## src/rtl/rtgm_pkg.sv

```systemverilog
package rtgm_pkg;

    localparam logic [2:0] CMD_RANGE = 3'd0;
    localparam logic [2:0] CMD_FWD   = 3'd1;
    localparam logic [2:0] CMD_BACK  = 3'd2;
    localparam logic [2:0] CMD_ROTM  = 3'd3;
    localparam logic [2:0] CMD_ROTP  = 3'd4;
    localparam logic [2:0] CMD_QUERY = 3'd5;

    localparam logic [1:0] SNS_FRONT = 2'd0;
    localparam logic [1:0] SNS_RIGHT = 2'd1;
    localparam logic [1:0] SNS_LEFT  = 2'd2;
    localparam logic [1:0] SNS_NONE  = 2'd3;

    localparam logic [1:0] CFG_STEP = 2'd0;
    localparam logic [1:0] CFG_MAXR = 2'd1;

    // floor(d * 343 / 20000) as (d * DIST_MUL) >> DIST_SHIFT, exact for 20 bit d
    localparam int          DIST_SHIFT = 35;
    localparam logic [63:0] DIST_NUM   = 64'd343 << DIST_SHIFT;
    localparam logic [29:0] DIST_MUL   = 30'((DIST_NUM + 64'd19999) / 64'd20000);

    localparam int Q_DEPTH = 4;
    localparam int Q_AW    = 2;

    typedef enum logic [2:0] {
        OP_NONE,
        OP_MARK,
        OP_FWD,
        OP_BACK,
        OP_ROTM,
        OP_ROTP,
        OP_QUERY
    } t_op;

    typedef struct packed {
        logic [2:0]  command;
        logic [19:0] echo_duration;
        logic [1:0]  sensor;
        logic [6:0]  query_x;
        logic [7:0]  query_y;
    } t_in;

    typedef struct packed {
        logic signed [15:0] pose_x;
        logic signed [15:0] pose_y;
        logic [1:0]         heading_quarter;
        logic               cell_marked;
        logic [6:0]         mark_x;
        logic [7:0]         mark_y;
        logic               cell_value;
    } t_res;

    typedef struct packed {
        t_op        op;
        logic [1:0] sensor;
        logic [9:0] reach;
        logic [6:0] qx;
        logic [7:0] qy;
    } t_cmd;

endpackage

```

## src/rtl/rtgm_front.sv

```systemverilog
module rtgm_front import rtgm_pkg::*; (
    input  logic       i_clk,
    input  logic       i_rst_n,
    input  logic       i_in_valid,
    output logic       o_in_stall,
    input  t_in        i_in,
    input  logic       i_hold,
    input  logic [9:0] i_max_range,
    output logic       o_push,
    output t_cmd       o_cmd,
    input  logic       i_full
);

    logic        r_s1_valid;
    t_in         r_s1;
    logic        r_s2_valid;
    logic [2:0]  r_s2_command;
    logic [1:0]  r_s2_sensor;
    logic [6:0]  r_s2_qx;
    logic [7:0]  r_s2_qy;
    logic [14:0] r_s2_dist;

    logic        w_adv;
    logic        w_acc;
    logic [49:0] w_prod;

    assign w_adv      = !r_s2_valid || !i_full;
    assign o_in_stall = i_hold || !w_adv;
    assign w_acc      = i_in_valid && !o_in_stall;
    assign w_prod     = 50'(r_s1.echo_duration) * 50'(DIST_MUL);

    always_ff @(posedge i_clk) begin
        if (!i_rst_n) begin
            r_s1_valid <= 1'b0;
            r_s2_valid <= 1'b0;
        end else if (w_adv) begin
            r_s1_valid <= w_acc;
            r_s2_valid <= r_s1_valid;
        end
    end

    always_ff @(posedge i_clk) begin
        if (w_adv) begin
            r_s1         <= i_in;
            r_s2_command <= r_s1.command;
            r_s2_sensor  <= r_s1.sensor;
            r_s2_qx      <= r_s1.query_x;
            r_s2_qy      <= r_s1.query_y;
            r_s2_dist    <= w_prod[DIST_SHIFT +: 15];
        end
    end

    assign o_push = r_s2_valid && !i_full;

    always_comb begin
        o_cmd.sensor = r_s2_sensor;
        o_cmd.reach  = r_s2_dist[9:0];
        o_cmd.qx     = r_s2_qx;
        o_cmd.qy     = r_s2_qy;
        unique case (r_s2_command)
            CMD_RANGE: begin
                if (r_s2_dist <= 15'(i_max_range) && r_s2_sensor != SNS_NONE) begin
                    o_cmd.op = OP_MARK;
                end else begin
                    o_cmd.op = OP_NONE;
                end
            end
            CMD_FWD:   o_cmd.op = OP_FWD;
            CMD_BACK:  o_cmd.op = OP_BACK;
            CMD_ROTM:  o_cmd.op = OP_ROTM;
            CMD_ROTP:  o_cmd.op = OP_ROTP;
            CMD_QUERY: o_cmd.op = OP_QUERY;
            default:   o_cmd.op = OP_NONE;
        endcase
    end

endmodule

```

## config.mk

```make
export PLATFORM = sky130hd
export DESIGN_NAME = rtgm_front
export DESIGN_NICKNAME = d
export VERILOG_FILES = /design/src/rtl/rtgm_pkg.sv /design/src/rtl/rtgm_front.sv
export SDC_FILE = /design/constraint.sdc
export NUM_CORES = 1
export LEC_CHECK = 0
export BUFFER_PORTS_ARGS = -buffer_cell sky130_fd_sc_hd__buf_2
export CORE_MARGIN = 4
export CORE_UTILIZATION = 35
export DETAILED_ROUTE_END_ITERATION = 7
export PLACE_DENSITY = 0.53
export REMOVE_ABC_BUFFERS = 1
export SLEW_MARGIN = 20
export SYNTH_ARGS = -nofsm -noshare
export SYNTH_HDL_FRONTEND = slang
export SYNTH_SLANG_ARGS = --single-unit
```

## constraint.sdc

```tcl
create_clock -name i_clk -period 6.6 [get_ports i_clk]
set_input_delay 0.66 -clock i_clk [delete_from_list [all_inputs] [get_ports i_clk]]
set_output_delay 0.66 -clock i_clk [all_outputs]
set_load 0.01 [all_outputs]
```

==> summary.txt <==
FILL cells - 2877
fin. max-slew vios - 0
DRC - 0
share of layout cells above drive strength 1 - 12.92%
Syn Area/Cell - 11.10 um2
ANT cells - 0
Worst path max stage delay - 0.63 ns
GR Overflow Total - 0
Tmin final - 6.357 ns
Worst Setup End Kind - register
Max Clk Rate - 0.1573 GHz
drt total wl - 24.63 mm
P&R area growth vs syn - 12.66%
initial antenna violation count - 1
row count - 63
Cell variety after synth - 50
Reg2Reg Launch Point - r_s1[27]$_DFFE_PN_
CTS tree - built
Async S/R FF share, synth - 0%
Worst Max-Slew Pin Slew - 1.079 ns
H-tree level count - 3
wire per inst - 16.89 um
CP arrival - 6.45 ns
Final setup viols - 0
Worst path slowest cell - fa_2
first-pass GRT wire length - 39.88 mm
relative slew slack - 28.09%
Worst Hold Launch - r_s1[16]$_DFFE_PN_
pin count of the biggest net entering global routing - 78
final hold violation count - 0
via count - 6829
Detailed Routing Iterations Pass 1 - 5
GRT Resource Usage Total - 15.43%
Worst Setup Path Type - reg2reg
crit-path leading delay family - adder cells
TritonCTS Buffers - 9
Iteration-0 DRC Markers - 342
Seq/Total Area, Yosys - 21.60%
die area - 33170 um2
worst path bufs/invs - 6
Die H - 182.1 um
# clock sinks - 77
Vias/cell - 4.684
clock skew - 0.01223 ns
top cell type's share of synthesized area - 27.94%
worst skew pair latency - 0.35 ns
fin nets - 1501
flops & latches, synth - 77
worst min path class - reg2reg
Hold Buf Count CTS - 0
RePlAce Congestion - 0.8733
CP startpoint - r_s1[27]$_DFFE_PN_
num ports - 87
FF-to-FF setup slack - 0.24 ns
number of global-route vias before repair - 7346
clock transition at the registers of the reported paths - 0.07 ns
Max Root-Sink Buffers - 2
EDFF count, synth - 75
Initial Utilization - 35.62%
RSZ-0062 raised after global routing - no
status - finished, final reports clean
ys flop type - edfxtp_1
antenna viol nets, final - 0
CP Max Fanout - 4
period utilization - 96.31%
Worst path most repeated cell - inv_1
HPWL after detailed placement - 21.41 mm
Root Driver - clkbuf_16
Critical Path, Cell by Cell - fa_2 -> inv_1 -> fa_1 -> inv_1 -> ha_1 -> inv_1 -> fa_1 -> inv_1 -> fa_1 -> fa_1 -> inv_1 -> fa_1 -> inv_1 -> ha_1 -> nand3_1 -> nor3_4 -> o2111ai_2 -> a41oi_2 -> o41ai_4 -> and2b_4 -> o31ai_4 -> xor2_1
Port Buffers - 86
core area - 29800 um2
Die W - 182.1 um
Worst Setup Start Kind - register
setup_tns - 0 ns
WP data required - 6.69 ns
max cap viols - 0
largest cells by area after synthesis - ha_1 28%, fa_1 28%, edfxtp_1 21%
Post-Syn Area - 10610 um2
cells after synthesis - 956
cell taking the most area after synthesis - ha_1
Ys Warns - 0
-- worst register-to-register path: cells and delay by family (launching register included) --
| kind | cells | cell delay [ns] |
|---|---|---|
| fa+ha+maj | 8 | 3.82 |
| compound gates | 4 | 0.85 |
| simple gates | 3 | 0.60 |
| flops | 1 | 0.43 |
| buf+inv | 6 | 0.33 |
| xor+xnor | 1 | 0.09 |
-- timing repair --
| action | CTS | global route |
|---|---|---|
| buffers inserted | 0 | 3 |
| hold endpoints to repair | 0 | 0 |
| endpoints found under the setup margin | 0 | 7 |
| resized for setup | 0 | 6 |
-- synth_stat cells, types with 4 or more instances --
cell type  instances
a21o_1            15
a21oi_1           41
a31oi_1            4
and3_1             4
buf_4             10
edfxtp_1          75
fa_1             146
ha_1             237
inv_1            262
nand2_1           22
nand2b_1           5
nand3_1           13
nand4_1           11
nor2_1            11
nor2b_1            6
o21a_1             5
o21ai_0           17
o21ai_1            9
xnor2_1            8
xor2_1             6
-- cell usage in the layout (no fill, tap or decap), types with 3 or more instances in the layout --
cell type   count
a21o_1         15
a21oi_1        41
a31oi_1         4
and3_1          4
buf_2          86
buf_4          23
clkbuf_16       9
clkinvlp_4      3
edfxtp_1       75
fa_1          144
ha_1          237
inv_1         262
nand2_1        21
nand2b_1        5
nand3_1        13
nand4_1        11
nor2_1         11
nor2b_1         6
nor3_1          3
o211ai_1        3
o21a_1          5
o21ai_0        17
o21ai_1         8
o21bai_1        3
or2_2           3
or4_1           3
xnor2_1         8
xor2_1          6
-- cell families (layout without fill, tap and decap cells) --
group / after synthesis / in the layout / share of synthesized area [%]
mux: 1 / 1 / 0.09432
xor+xnor: 14 / 14 / 1.155
simple gates: 91 / 91 / 4.645
fa+ha+maj: 383 / 383 / 55.48
compound gates: 115 / 115 / 6.944
buf+inv: 275 / 387 / 10.08
flops: 77 / 77 / 21.60
-- area by class of cell --
class	count	area, um2	area share (%)
tap	390	488.0	4.081
timing repair buffer	109	603.1	5.044
clock inverter	7	73.82	0.6174
multi-input combinational	604	7291	60.98
clock buffer	9	225.2	1.884
sequential	77	2292	19.17
inverter	262	983.4	8.225
-- through the flow --
| step | instance area [um2] | std cells | setup slack (ns) | hold WS, ns | utilization [%] |
|---|---|---|---|---|---|
| 5_1_grt | 11960 | 1458 | 0.005500 | 0.4210 | 40.13 |
| 2_1_floorplan | 10530 | 943 | 0.5254 | 0.4003 | - |
| 4_1_cts | 11900 | 1455 | 0.1295 | 0.4192 | 39.94 |
| 3_3_place_gp | 11600 | 1439 | 0.2340 | 0.4005 | 38.94 |
| 6_report | 11960 | 1458 | 0.2433 | 0.4178 | 40.13 |
| 3_5_place_dp | 11600 | 1439 | 0.2211 | 0.4045 | 38.94 |
-- registers in the layout, summed over array words and instances, names as in the netlist --
register      count
r_s1_valid        1
r_s1             40
r_s2_sensor       2
r_s2_qy           8
r_s2_command      3
r_s2_dist        15
r_s2_qx           7
r_s2_valid        1
-- worst paths after layout --
kind / depth (start not counted) / end
min: 0 / r_s2_sensor[1]$_DFFE_PN_
max reg2reg: 22 / r_s2_dist[11]$_DFFE_PN_
min reg2reg: 0 / r_s2_sensor[1]$_DFFE_PN_
max: 22 / r_s2_dist[11]$_DFFE_PN_
-- routing by layer --
metal / GRT usage (%) / vias to the layer above / wire (um)
li1: - / 3342 / -
met1: 23.12 / 3341 / 12390
met2: 23.71 / 128 / 10920
met3: 2.432 / 18 / 914
met4: 3.332 / 0 / 401
met5: 0 / - / 0
Power is left out: the tool's default activity adds up to more than one toggle a clock period on the data nets, which glitch-free logic cannot reach.
