===== src/rtl/rtgm_pkg.sv =====
package rtgm_pkg;

    localparam logic [2:0] CMD_RANGE = 3'd0;
    localparam logic [2:0] CMD_FWD   = 3'd1;
    localparam logic [2:0] CMD_BACK  = 3'd2;
    localparam logic [2:0] CMD_ROTM  = 3'd3;
    localparam logic [2:0] CMD_ROTP  = 3'd4;
    localparam logic [2:0] CMD_QUERY = 3'd5;

    localparam logic [1:0] SNS_FRONT = 2'd0;
    localparam logic [1:0] SNS_RIGHT = 2'd1;
    localparam logic [1:0] SNS_LEFT  = 2'd2;
    localparam logic [1:0] SNS_NONE  = 2'd3;

    localparam logic [1:0] CFG_STEP = 2'd0;
    localparam logic [1:0] CFG_MAXR = 2'd1;

    // floor(d * 343 / 20000) as (d * DIST_MUL) >> DIST_SHIFT, exact for 20 bit d
    localparam int          DIST_SHIFT = 35;
    localparam logic [63:0] DIST_NUM   = 64'd343 << DIST_SHIFT;
    localparam logic [29:0] DIST_MUL   = 30'((DIST_NUM + 64'd19999) / 64'd20000);

    localparam int Q_DEPTH = 4;
    localparam int Q_AW    = 2;

    typedef enum logic [2:0] {
        OP_NONE,
        OP_MARK,
        OP_FWD,
        OP_BACK,
        OP_ROTM,
        OP_ROTP,
        OP_QUERY
    } t_op;

    typedef struct packed {
        logic [2:0]  command;
        logic [19:0] echo_duration;
        logic [1:0]  sensor;
        logic [6:0]  query_x;
        logic [7:0]  query_y;
    } t_in;

    typedef struct packed {
        logic signed [15:0] pose_x;
        logic signed [15:0] pose_y;
        logic [1:0]         heading_quarter;
        logic               cell_marked;
        logic [6:0]         mark_x;
        logic [7:0]         mark_y;
        logic               cell_value;
    } t_res;

    typedef struct packed {
        t_op        op;
        logic [1:0] sensor;
        logic [9:0] reach;
        logic [6:0] qx;
        logic [7:0] qy;
    } t_cmd;

endpackage


===== src/rtl/rtgm_queue.sv =====
module rtgm_queue import rtgm_pkg::*; (
    input  logic i_clk,
    input  logic i_rst_n,
    input  logic i_push,
    input  t_cmd i_cmd,
    input  logic i_pop,
    output t_cmd o_head,
    output logic o_full,
    output logic o_empty
);

    t_cmd            r_q [Q_DEPTH];
    logic [Q_AW-1:0] r_wp;
    logic [Q_AW-1:0] r_rp;
    logic [Q_AW:0]   r_cnt;

    assign o_full  = r_cnt == (Q_AW + 1)'(Q_DEPTH);
    assign o_empty = r_cnt == '0;
    assign o_head  = r_q[r_rp];

    always_ff @(posedge i_clk) begin
        if (!i_rst_n) begin
            r_wp  <= '0;
            r_rp  <= '0;
            r_cnt <= '0;
        end else begin
            if (i_push) begin
                r_wp <= r_wp + 1'b1;
            end
            if (i_pop) begin
                r_rp <= r_rp + 1'b1;
            end
            r_cnt <= r_cnt + (Q_AW + 1)'(i_push) - (Q_AW + 1)'(i_pop);
        end
    end

    always_ff @(posedge i_clk) begin
        if (i_push) begin
            r_q[r_wp] <= i_cmd;
        end
    end

    a_no_overflow: assert property (@(posedge i_clk) disable iff (!i_rst_n)
        i_push |-> !o_full)
        else $error("queue push while full");

    a_no_underflow: assert property (@(posedge i_clk) disable iff (!i_rst_n)
        i_pop |-> !o_empty)
        else $error("queue pop while empty");

    a_count: assert property (@(posedge i_clk) disable iff (!i_rst_n)
        1'b1 |=> r_cnt == (Q_AW + 1)'($past(r_cnt) + (Q_AW + 1)'($past(i_push))
                                       - (Q_AW + 1)'($past(i_pop))))
        else $error("queue count out of step");

endmodule


===== config.mk =====
export PLATFORM = sky130hd
export DESIGN_NAME = rtgm_queue
export DESIGN_NICKNAME = d
export VERILOG_FILES = /design/src/rtl/rtgm_pkg.sv /design/src/rtl/rtgm_queue.sv
export SDC_FILE = /design/constraint.sdc
export NUM_CORES = 1
export LEC_CHECK = 0
export BUFFER_PORTS_ARGS = -buffer_cell sky130_fd_sc_hd__buf_2
export CAP_MARGIN = 40
export CORE_MARGIN = 5
export CORE_UTILIZATION = 42
export CTS_CLUSTER_SIZE = 14
export DETAILED_ROUTE_END_ITERATION = 10
export GPL_ROUTABILITY_DRIVEN = 1
export GPL_TIMING_DRIVEN = 0
export RECOVER_POWER = 25
export SETUP_SLACK_MARGIN = 0.3
export SLEW_MARGIN = 20
export SYNTH_ARGS = -nofsm -noshare
export SYNTH_HDL_FRONTEND = slang
export SYNTH_SLANG_ARGS = --single-unit

===== constraint.sdc =====
create_clock -name i_clk -period 3.2 [get_ports i_clk]
set_input_delay 0.32 -clock i_clk [delete_from_list [all_inputs] [get_ports i_clk]]
set_output_delay 0.32 -clock i_clk [all_outputs]
set_load 0.01 [all_outputs]

==> metrics.md, run 1 <==
| Metric | Value |
|---|---|
| Worst IR Drop VDD | `just under 0.0004 V` |
| First-pass GRT wire length | `between 10000 and 15000 µm` |
| Top Ports | `66` |
| Avg WL per Cell | `between 15 and 20 µm` |
| Hold-fix buffers, CTS | `0` |
| Area of the die | `13590 µm²` |
| Synth area leader | `edfxtp_1` |
| Worst Path Arrival | `approximately 1.7 ns` |
| Crit path capture type | `output pin` |
| Layout Cells excl Fill | `441` |
| LEAKAGE | `approximately 2.0 nW` |
| Detail Placement HPWL | `5200 µm` |
| Clk_skew | `about 0.0072 ns` |
| # H-tree levels | `4` |
| M1 wire length | `~3400 µm` |
| Synthesized flop and latch total | `around 130` |
| Max Cap Viol | `0` |
| Post-synthesis sequential area ratio | `0.7931` |
| Worst setup margin | `approximately 1.2 ns` |
| Syn Nets | `240` |
| Gate Count Post-Synth | `199` |
| Postcts setup bufs | `0` |
| Yosys top cell area share | `0.7553` |
| Setup violators final | `0` |
| Synth top cells by count | `edfxtp_1 (120), mux4_2 (30), dfxtp_1 (9), inv_1 (7)` |
| CTS buffer count | `17` |
| Synth Cell Area | `between 4000 and 5000 µm²` |
| Clock latency on the worst-skew pair | `roughly 0.4 ns` |
| Synth cell types | `18` |
| Pin count of the biggest net entering global routing | `22` |
| Worst setup SP type | `register` |
| Post-synth EDFFs | `120` |
| Grt total ovfl | `0` |
| Die Height | `between 100 and 150 µm` |
| Ys Warns | `0` |
| PD cells | `706.0 nW/µm²` |
| RSZ-0062 raised after global routing | `false` |
| Initial antenna violation count | `0` |
| WP buf/inv | `2` |
| Final Max Slew Viols | `0` |
| Max Fanout on Critical Path | `10` |
| DRC errors left | `0` |
| Cells after DPL | `roughly 410` |
| Final period utilization | `0.6360` |
| CTS Sinks | `129` |
| Post-CTS sizing | `0` |
| CP top delay family | `multiplexers` |
| Core area | `~11000 µm²` |
| Routed Antenna Nets | `0` |
| Crit path kind | `reg -> out` |
| Top routing layer used | `met4` |
| Area delta synth->final | `24.00%` |
| Overall Power | `between 4 and 5 mW` |
| Starting density of the core | `0.4232` |
| Clock buffer depth | `2` |
| NumNets Final | `approximately 330` |
| CP max-delay cell | `mux4_2` |
| Die Span X | `116.6 µm` |
| CP peak stage delay | `~0.55 ns` |
| Ys async rst share | `0` |
| Routed vias | `2181` |
| Most numerous cell in the Yosys netlist | `edfxtp_1` |
| Vias in the first global route | `~2.4k` |
| Final Hold Viols | `0` |
| Met3 routed WL | `a little under 500 µm` |
| Site Rows | `39` |
| Minimum clock period | `approximately 2.0 ns` |
| Hold Crit Class | `in -> reg` |
| Relative slew slack | `0.6957` |
| Largest cells by area after synthesis | `edfxtp_1 (76%), mux4_2 (14%), dfxtp_1 (3.8%)` |
| ANT cells | `0` |
| CTS clk-pin slew, worst paths | `0.05 ns` |
| Peak Freq | `about 490 MHz` |
| DRT iter0 DRCs | `73` |
| Syn_area_per_cell | `around 24 µm²` |
| Share of cells above drive strength 1 | `0.3758` |
| Global-route usage over all layers | `0.1286` |
| Worst slack, placed | `roughly 1.5 ns` |
| Top_reg_cell synth | `edfxtp_1` |
| Vias/cell | `around 4.9` |
| Req. time, crit path | `between 2 and 3 ns` |
| Outcome | `completed` |
| Met2 Routed Length | `between 3000 and 4000 µm` |
| Crit-path cells | `buf_6 > mux4_2 > buf_2` |
| DR pass1 iterations | `5` |
| Root Driver | `clkbuf_16` |
| Worst Max-Slew Pin Slew | `0.4564 ns` |
| Gpl congestion | `0.7215` |
| CTS tree | `done` |
| Setup_tns | `0 ns` |
| WL final | `7960 µm` |
| Final core occ | `0.5248` |
| Port-buffer cells | `65` |
-- cell type report --
class | instances | area [µm²]
Tap cell | 143 | 178.9
Timing Repair Buffer | 69 | 404.1
Inverter | 7 | 26.28
Clock inverter | 9 | 116.4
Multi-Input combinational cell | 57 | 917.1
Sequential cell | 129 | 3784
Fill cell | 901 | 5356
Buffer | 6 | 48.80
Clock buffer | 21 | 440.4
-- report_power, final --
part           internal [mW]  total [mW]  switching, mW
registers               1.94        1.97         0.0285
logic                  0.202       0.401          0.199
clock network           1.20        1.81          0.608
-- registers in the layout, summed over array words and instances (netlist names), named ones only --
register / flops
r_q: 120
r_cnt: 3
r_wp: 2
r_rp: 2
-- cells in the final DEF, fill, tap and decap left out, drive strengths merged --
master	count
clkbuf	40
bufinv	3
nor2	5
clkinvlp	1
ha	6
fa	1
xor3	1
dfxtp	9
edfxtp	120
inv	7
xnor2	2
nor3	1
clkinv	5
mux4	30
a21bo	1
nand3b	1
a21oi	1
mux2i	1
and2	6
buf	56
and3	1
-- logic make-up (layout without fill, tap and decap cells) --
family / after synthesis / after routing / share of synthesized area
mux: 31 / 31 / 0.1437
buf+inv: 13 / 112 / 0.01574
xor+xnor: 3 / 3 / 0.008655
simple gates: 14 / 14 / 0.01574
compound gates: 2 / 2 / 0.003146
fa+ha+maj: 7 / 7 / 0.01993
flops: 129 / 129 / 0.7931
-- metal layers --
| layer | track usage | up-vias |
|---|---|---|
| li1 | - | 999 |
| met1 | 0.1535 | 1109 |
| met2 | 0.2075 | 63 |
| met3 | 0.05544 | 10 |
| met4 | 0.05046 | 0 |
| met5 | 0 | - |
-- stage by stage --
stage	cell area [µm²]	hold WS, ns
finish	5916	0.1339
global route	5916	0.1284
CTS	5939	0.1107
detailed placement	5383	0.5385
global placement	5275	0.5195
floorplan	4771	0.4189
-- worst paths after layout --
path	start	end	slack, ns	depth (start not counted)
setup / recovery	register	o_head[2]	1.16	3
hold / removal	i_cmd[3]	r_q[2][3]$_DFFE_PP_	0.13	1
setup reg to reg	r_cnt[0]$_SDFF_PN0_	r_cnt[2]$_SDFF_PN0_	1.58	7
hold reg to reg	r_rp[0]$_SDFFE_PN0P_	r_rp[1]$_SDFFE_PN0P_	0.56	2
-- worst register-to-register path: cells and delay by family (launching register included) --
| kind | cells | cell delay, ns |
|---|---|---|
| XOR/XNOR | 1 | 0.20 |
| buffers and inverters | 2 | 0.10 |
| adder cells (fa/ha/maj) | 3 | 0.83 |
| AND/OR/NAND/NOR | 1 | 0.04 |
| flip-flops | 1 | 0.34 |
Note: power is estimated with default switching activity, not from simulation.
==> inputs of run 2 (changes only) <==
==> constraint.sdc (replaced) <==
create_clock -name i_clk -period 1.9 [get_ports i_clk]
set_input_delay 0.19 -clock i_clk [delete_from_list [all_inputs] [get_ports i_clk]]
set_output_delay 0.19 -clock i_clk [all_outputs]
set_load 0.01 [all_outputs]
==> metrics.md, run 2 (synthesis results as in run 1) <==
| Metric | Value |
|---|---|
| Peak Freq | `between 500 and 600 MHz` |
| Final Hold Viols | `0` |
| Detail Placement HPWL | `between 5000 and 6000 µm` |
| Max reg flops | `120` |
| Setup_tns | `0 ns` |
| Avg WL per Cell | `roughly 18 µm` |
| Worst Path Arrival | `between 1.5 and 2 ns` |
| Outcome | `completed` |
| DRC errors left | `0` |
| Clk_skew | `between 0.006 and 0.007 ns` |
| Gpl congestion | `a little under 0.7` |
| Int Power | `~5.6 mW` |
| Die Height | `around 120 µm` |
| Worst reg2reg path depth | `7` |
| Worst Max-Slew Pin Slew | `~0.44 ns` |
| Part of the power in registers | `0.473` |
| Req. time, crit path | `roughly 1.7 ns` |
| Grt total ovfl | `0` |
| Sw frac | `0.2069` |
| Worst r2r dst | `r_cnt[2]$_SDFF_PN0_` |
| Max Cap Viol | `0` |
| First-pass GRT wire length | `12870 µm` |
| RSZ-0062 raised after global routing | `true` |
| Clock network power share | `0.421` |
| ANT cells | `0` |
| WL final | `8313 µm` |
| Minimum clock period | `roughly 1.8 ns` |
| Vias in the first global route | `2395` |
| # H-tree levels | `4` |
| Clock buffer depth | `2` |
| Met2 Routed Length | `around 4200 µm` |
| Met3 routed WL | `around 440 µm` |
| Final hold slack | `between 0.03 and 0.04 ns` |
| DRT iter0 DRCs | `131` |
| Top Ports | `66` |
| Pin count of the biggest net entering global routing | `18` |
| R2R Setup Slk | `approximately 0.38 ns` |
| Relative slew slack | `0.7080` |
| Crit path capture type | `output pin` |
| CTS clk-pin slew, worst paths | `roughly 0.050 ns` |
| Top routing layer used | `met4` |
| Initial antenna violation count | `0` |
| Area of the die | `between 10000 and 15000 µm²` |
| Vias/cell | `~4.8` |
| Share of cells above drive strength 1 | `0.3906` |
| Hold Path End | `r_cnt[0]$_SDFF_PN0_` |
| NumNets Final | `about 350` |
| Worst Hold Launch | `i_rst_n` |
| Site Rows | `39` |
| Root Driver | `clkbuf_16` |
| Die Span X | `approximately 120 µm` |
| Crit path kind | `reg -> out` |
| Routed Antenna Nets | `0` |
| Comb pwr share | `0.106` |
| Postcts setup bufs | `0` |
| DR pass1 iterations | `4` |
| Starting density of the core | `0.4232` |
| Core area | `approximately 11000 µm²` |
| CTS tree | `done` |
| Final Max Slew Viols | `0` |
| Overall Power | `7.007 mW` |
| Port-buffer cells | `65` |
| Hold Crit Class | `in -> reg` |
| Worst IR Drop VDD | `roughly 0.00067 V` |
| Final period utilization | `0.9649` |
| CTS Sinks | `about 130` |
| Clock latency on the worst-skew pair | `0.40 ns` |
| Most flops, register | `r_q` |
| Worst setup SP type | `register` |
| Routed vias | `around 2.2k` |
| Psw | `1.450 mW` |
| Setup violators final | `0` |
| PD cells | `approximately 1100 nW/µm²` |
| LEAKAGE | `between 2 and 2.5 nW` |
| CTS buffer count | `17` |
| Max Fanout on Critical Path | `10` |
| Worst reg2reg path startpoint | `r_cnt[0]$_SDFF_PN0_` |
| Area delta synth->final | `29.37%` |
| M1 wire length | `around 3600 µm` |
| Commonest cells after routing, fill and taps aside | `edfxtp_1 (120), buf_2 (50), mux4_2 (30)` |
| Biggest regs | `r_q x120, r_cnt x3` |
| Global-route usage over all layers | `0.1320` |
| Most common cell after layout, fill and taps aside | `edfxtp_1` |
| Hold path cells | `2` |
run 2: metrics by stage:
stage	util	std cells	setup slack, ns	area, µm²
finish	0.5476	463	0.06664	6172
global route	0.5476	463	0.001391	6172
CTS	0.5476	463	0.03664	6172
detailed placement	0.4782	411	0.2977	5390
global placement	0.4684	407	0.1948	5280
floorplan	-	199	0.3911	4776
run 2: layer usage:
layer | vias up | GRT usage
met2 | 57 | 0.2124
met5 | - | 0
li1 | 1038 | -
met1 | 1129 | 0.1643
met3 | 12 | 0.04560
met4 | 0 | 0.05505
run 2: how the worst max path moves through the flow:
stage,from,end
3_5_place_dp,r_cnt[0]$_SDFF_PN0_,r_cnt[2]$_SDFF_PN0_
5_1_grt,register,o_head[0]
4_1_cts,register,o_head[17]
3_3_place_gp,r_wp[0]$_SDFFE_PN0P_,r_q[2][12]$_DFFE_PP_
6_report,register,o_head[17]
2_1_floorplan,r_cnt[0]$_SDFF_PN0_,r_cnt[2]$_SDFF_PN0_
run 2: final cells by class:
type                            instances  area, µm²
Multi-Input combinational cell         57      940.9
Fill cell                             886       5100
Inverter                                7      26.28
Sequential cell                       129       3789
Clock buffer                           26      489.2
Clock inverter                          6      60.06
Tap cell                              143      178.9
Timing Repair Buffer                   89      613.1
Buffer                                  6      75.07
run 2: what timing repair did:
item | CTS | global route
hold buffers | 20 | 0
endpoints found under the setup margin | 31 | 67
resized for setup | 9 | 8
hold endpoints to repair | 73 | 0
pin swaps | 0 | 2
run 2: power by group through the flow:
| stage | Sequential (mW) | Combinational, mW | Clock [mW] |
|---|---|---|---|
| after CTS | 3.32 | 0.756 | 3.03 |
| after floorplan | 3.36 | 0.420 | 0 |
| after global placement | 3.37 | 0.662 | 0 |
| final | 3.32 | 0.742 | 2.95 |
| after global routing | 3.33 | 0.820 | 3.15 |
| after detailed placement | 3.37 | 0.706 | 0 |
run 2: critical path, cell delays in order (launching register included):
cell     delay, ns
dfxtp_4       0.39
buf_12        0.16
mux4_2        0.53
buf_2         0.16
==> inputs of run 3 (changes only) <==
--- a/config.mk
+++ b/config.mk
@@ -12,7 +12,6 @@
 export CTS_CLUSTER_SIZE = 14
 export DETAILED_ROUTE_END_ITERATION = 10
 export GPL_ROUTABILITY_DRIVEN = 1
-export GPL_TIMING_DRIVEN = 0
 export RECOVER_POWER = 25
 export SETUP_SLACK_MARGIN = 0.3
 export SLEW_MARGIN = 20
==> metrics.md, run 3 (synthesis results as in run 1) <==
| Metric | Value |
|---|---|
| Outcome | `finished, violations left` |
| Failing checks | `setup timing` |
| Crit path kind | `reg -> out` |
| Routed vias | `approximately 2.3k` |
| Gr busiest metal | `met2` |
| Die Height | `around 120 µm` |
| Peak Freq | `approximately 520 MHz` |
| Starting density of the core | `0.4232` |
| NumNets Final | `~350` |
| Setup_tns | `-0.05292 ns` |
| Gpl congestion | `between 0.7 and 0.8` |
| Global routing met1 resource utilization | `0.1787` |
| # H-tree levels | `4` |
| Root Driver | `clkbuf_16` |
| WL final | `8709 µm` |
| Core area | `between 10000 and 15000 µm²` |
| LEAKAGE | `~2.2 nW` |
| Commonest cells after routing, fill and taps aside | `edfxtp_1 (120), mux4_2 (30), buf_2 (26)` |
| Biggest regs | `r_q x120, r_cnt x3` |
| Relative slew slack | `0.6822` |
| Req. time, crit path | `roughly 1.7 ns` |
| CTS tree | `done` |
| Worst setup SP type | `register` |
| Worst slack, placed | `0.2102 ns` |
| Detail Placement HPWL | `just over 5000 µm` |
| Post-route cell area | `between 6000 and 7000 µm²` |
| PD cells | `between 1000 and 1500 nW/µm²` |
| Max Cap Viol | `0` |
| DP Area | `5299 µm²` |
| Vias/cell | `just under 5` |
| Final period utilization | `1.007` |
| Grt total ovfl | `0` |
| Final Hold Viols | `0` |
| Global-route usage over all layers | `0.1380` |
| Most flops, register | `r_q` |
| First-pass GRT wire length | `about 13000 µm` |
| DRT iter0 DRCs | `about 110` |
| Fillers | `864` |
| Vias in the first global route | `2457` |
| Worst Max-Slew Pin Slew | `approximately 0.48 ns` |
| Port-buffer cells | `65` |
| Worst setup margin | `-0.01280 ns` |
| Worst IR Drop VDD | `~0.00056 V` |
| M3 GR Usage | `0.04560` |
| Worst Path Arrival | `1.72 ns` |
| Area of the die | `approximately 14000 µm²` |
| Avg WL per Cell | `between 15 and 20 µm` |
| Area delta synth->final | `31.18%` |
| Site Rows | `39` |
| Most common cell after layout, fill and taps aside | `edfxtp_1` |
| Top Ports | `66` |
| Share of cells above drive strength 1 | `0.3789` |
| Routed Antenna Nets | `0` |
| Initial antenna violation count | `0` |
| Clk_skew | `about 0.0047 ns` |
| GR Util met2 | `0.2174` |
| Overall Power | `about 7.0 mW` |
| DRC errors left | `0` |
| Pin count of the biggest net entering global routing | `31` |
| Hold Crit Class | `in -> reg` |
| Clock latency on the worst-skew pair | `0.40 ns` |
| Final Max Slew Viols | `0` |
| Minimum clock period | `1.913 ns` |
| RSZ-0062 raised after global routing | `true` |
| Max reg flops | `120` |
| CTS clk-pin slew, worst paths | `approximately 0.05 ns` |
| Setup violators final | `7` |
| DR pass1 iterations | `4` |
| CTS buffer count | `17` |
| Crit path capture type | `output pin` |
| CTS Sinks | `~130` |
| Clock buffer depth | `2` |
| Max Fanout on Critical Path | `7` |
| ANT cells | `0` |
| Die Span X | `~120 µm` |
[run 3: changes by cell type in the layout (fill, tap and decap cells not counted), sizes merged]
cell,before,now
clkinvlp,2,0
clkbuf,44,40
clkinv,3,7
buf,57,61
[run 3: cell type report]
type | instances | area (µm²) | share of cell area
well taps | 143 | 178.9 | 0.02859
flip-flops and latches | 129 | 3790 | 0.6056
inverters | 7 | 26.28 | 0.004198
clock buffers | 23 | 447.9 | 0.07157
clock inverters | 8 | 65.06 | 0.01040
repair buffers | 98 | 828.3 | 0.1323
multi-input cells | 57 | 922.1 | 0.1473
[run 3: metrics by stage]
step | hold WS (ns) | instances | utilization
after detailed placement | 0.4128 | 408 | 0.4701
final | 0.01995 | 465 | 0.5552
after global placement | 0.4061 | 408 | 0.4701
after floorplan | 0.2889 | 199 | -
after CTS | 0.0003424 | 465 | 0.5523
after global routing | 0.01613 | 465 | 0.5552
[run 3: worst paths after layout]
check	from	to	slack (ns)	cells past startpoint
setup / recovery	register	o_head[18]	-0.01	4
hold / removal	i_rst_n	r_cnt[1]$_SDFF_PN0_	0.02	2
hold reg to reg	r_rp[0]$_SDFFE_PN0P_	register	0.53	2
setup reg to reg	r_cnt[0]$_SDFF_PN0_	r_cnt[1]$_SDFF_PN0_	0.38	6
[run 3: routing by layer]
| metal | vias to the layer above | share of wire |
|---|---|---|
| met5 | - | 0 |
| met4 | 0 | 0.011 |
| met3 | 7 | 0.052 |
| met2 | 62 | 0.50 |
| met1 | 1156 | 0.43 |
| li1 | 1042 | - |
[run 3: what timing repair did]
action | CTS | global route
buffers inserted | 3 | 0
hold buffers | 20 | 0
setup endpoints to repair | 90 | 32
gates resized for setup | 21 | 11
cloned | 3 | 0
hold endpoints to repair | 73 | 0
[run 3: power breakdown]
part	leakage [nW]	total, mW	internal [mW]	switching, mW
Clock	0.251	2.81	1.77	1.04
Combinational	0.745	0.852	0.476	0.376
Sequential	1.18	3.32	3.27	0.0488
[run 3: critical path, stage by stage, from the launching register on]
cell	delay (ns)
dfxtp_4	0.38
buf_4	0.14
buf_16	0.14
mux4_2	0.52
buf_6	0.14
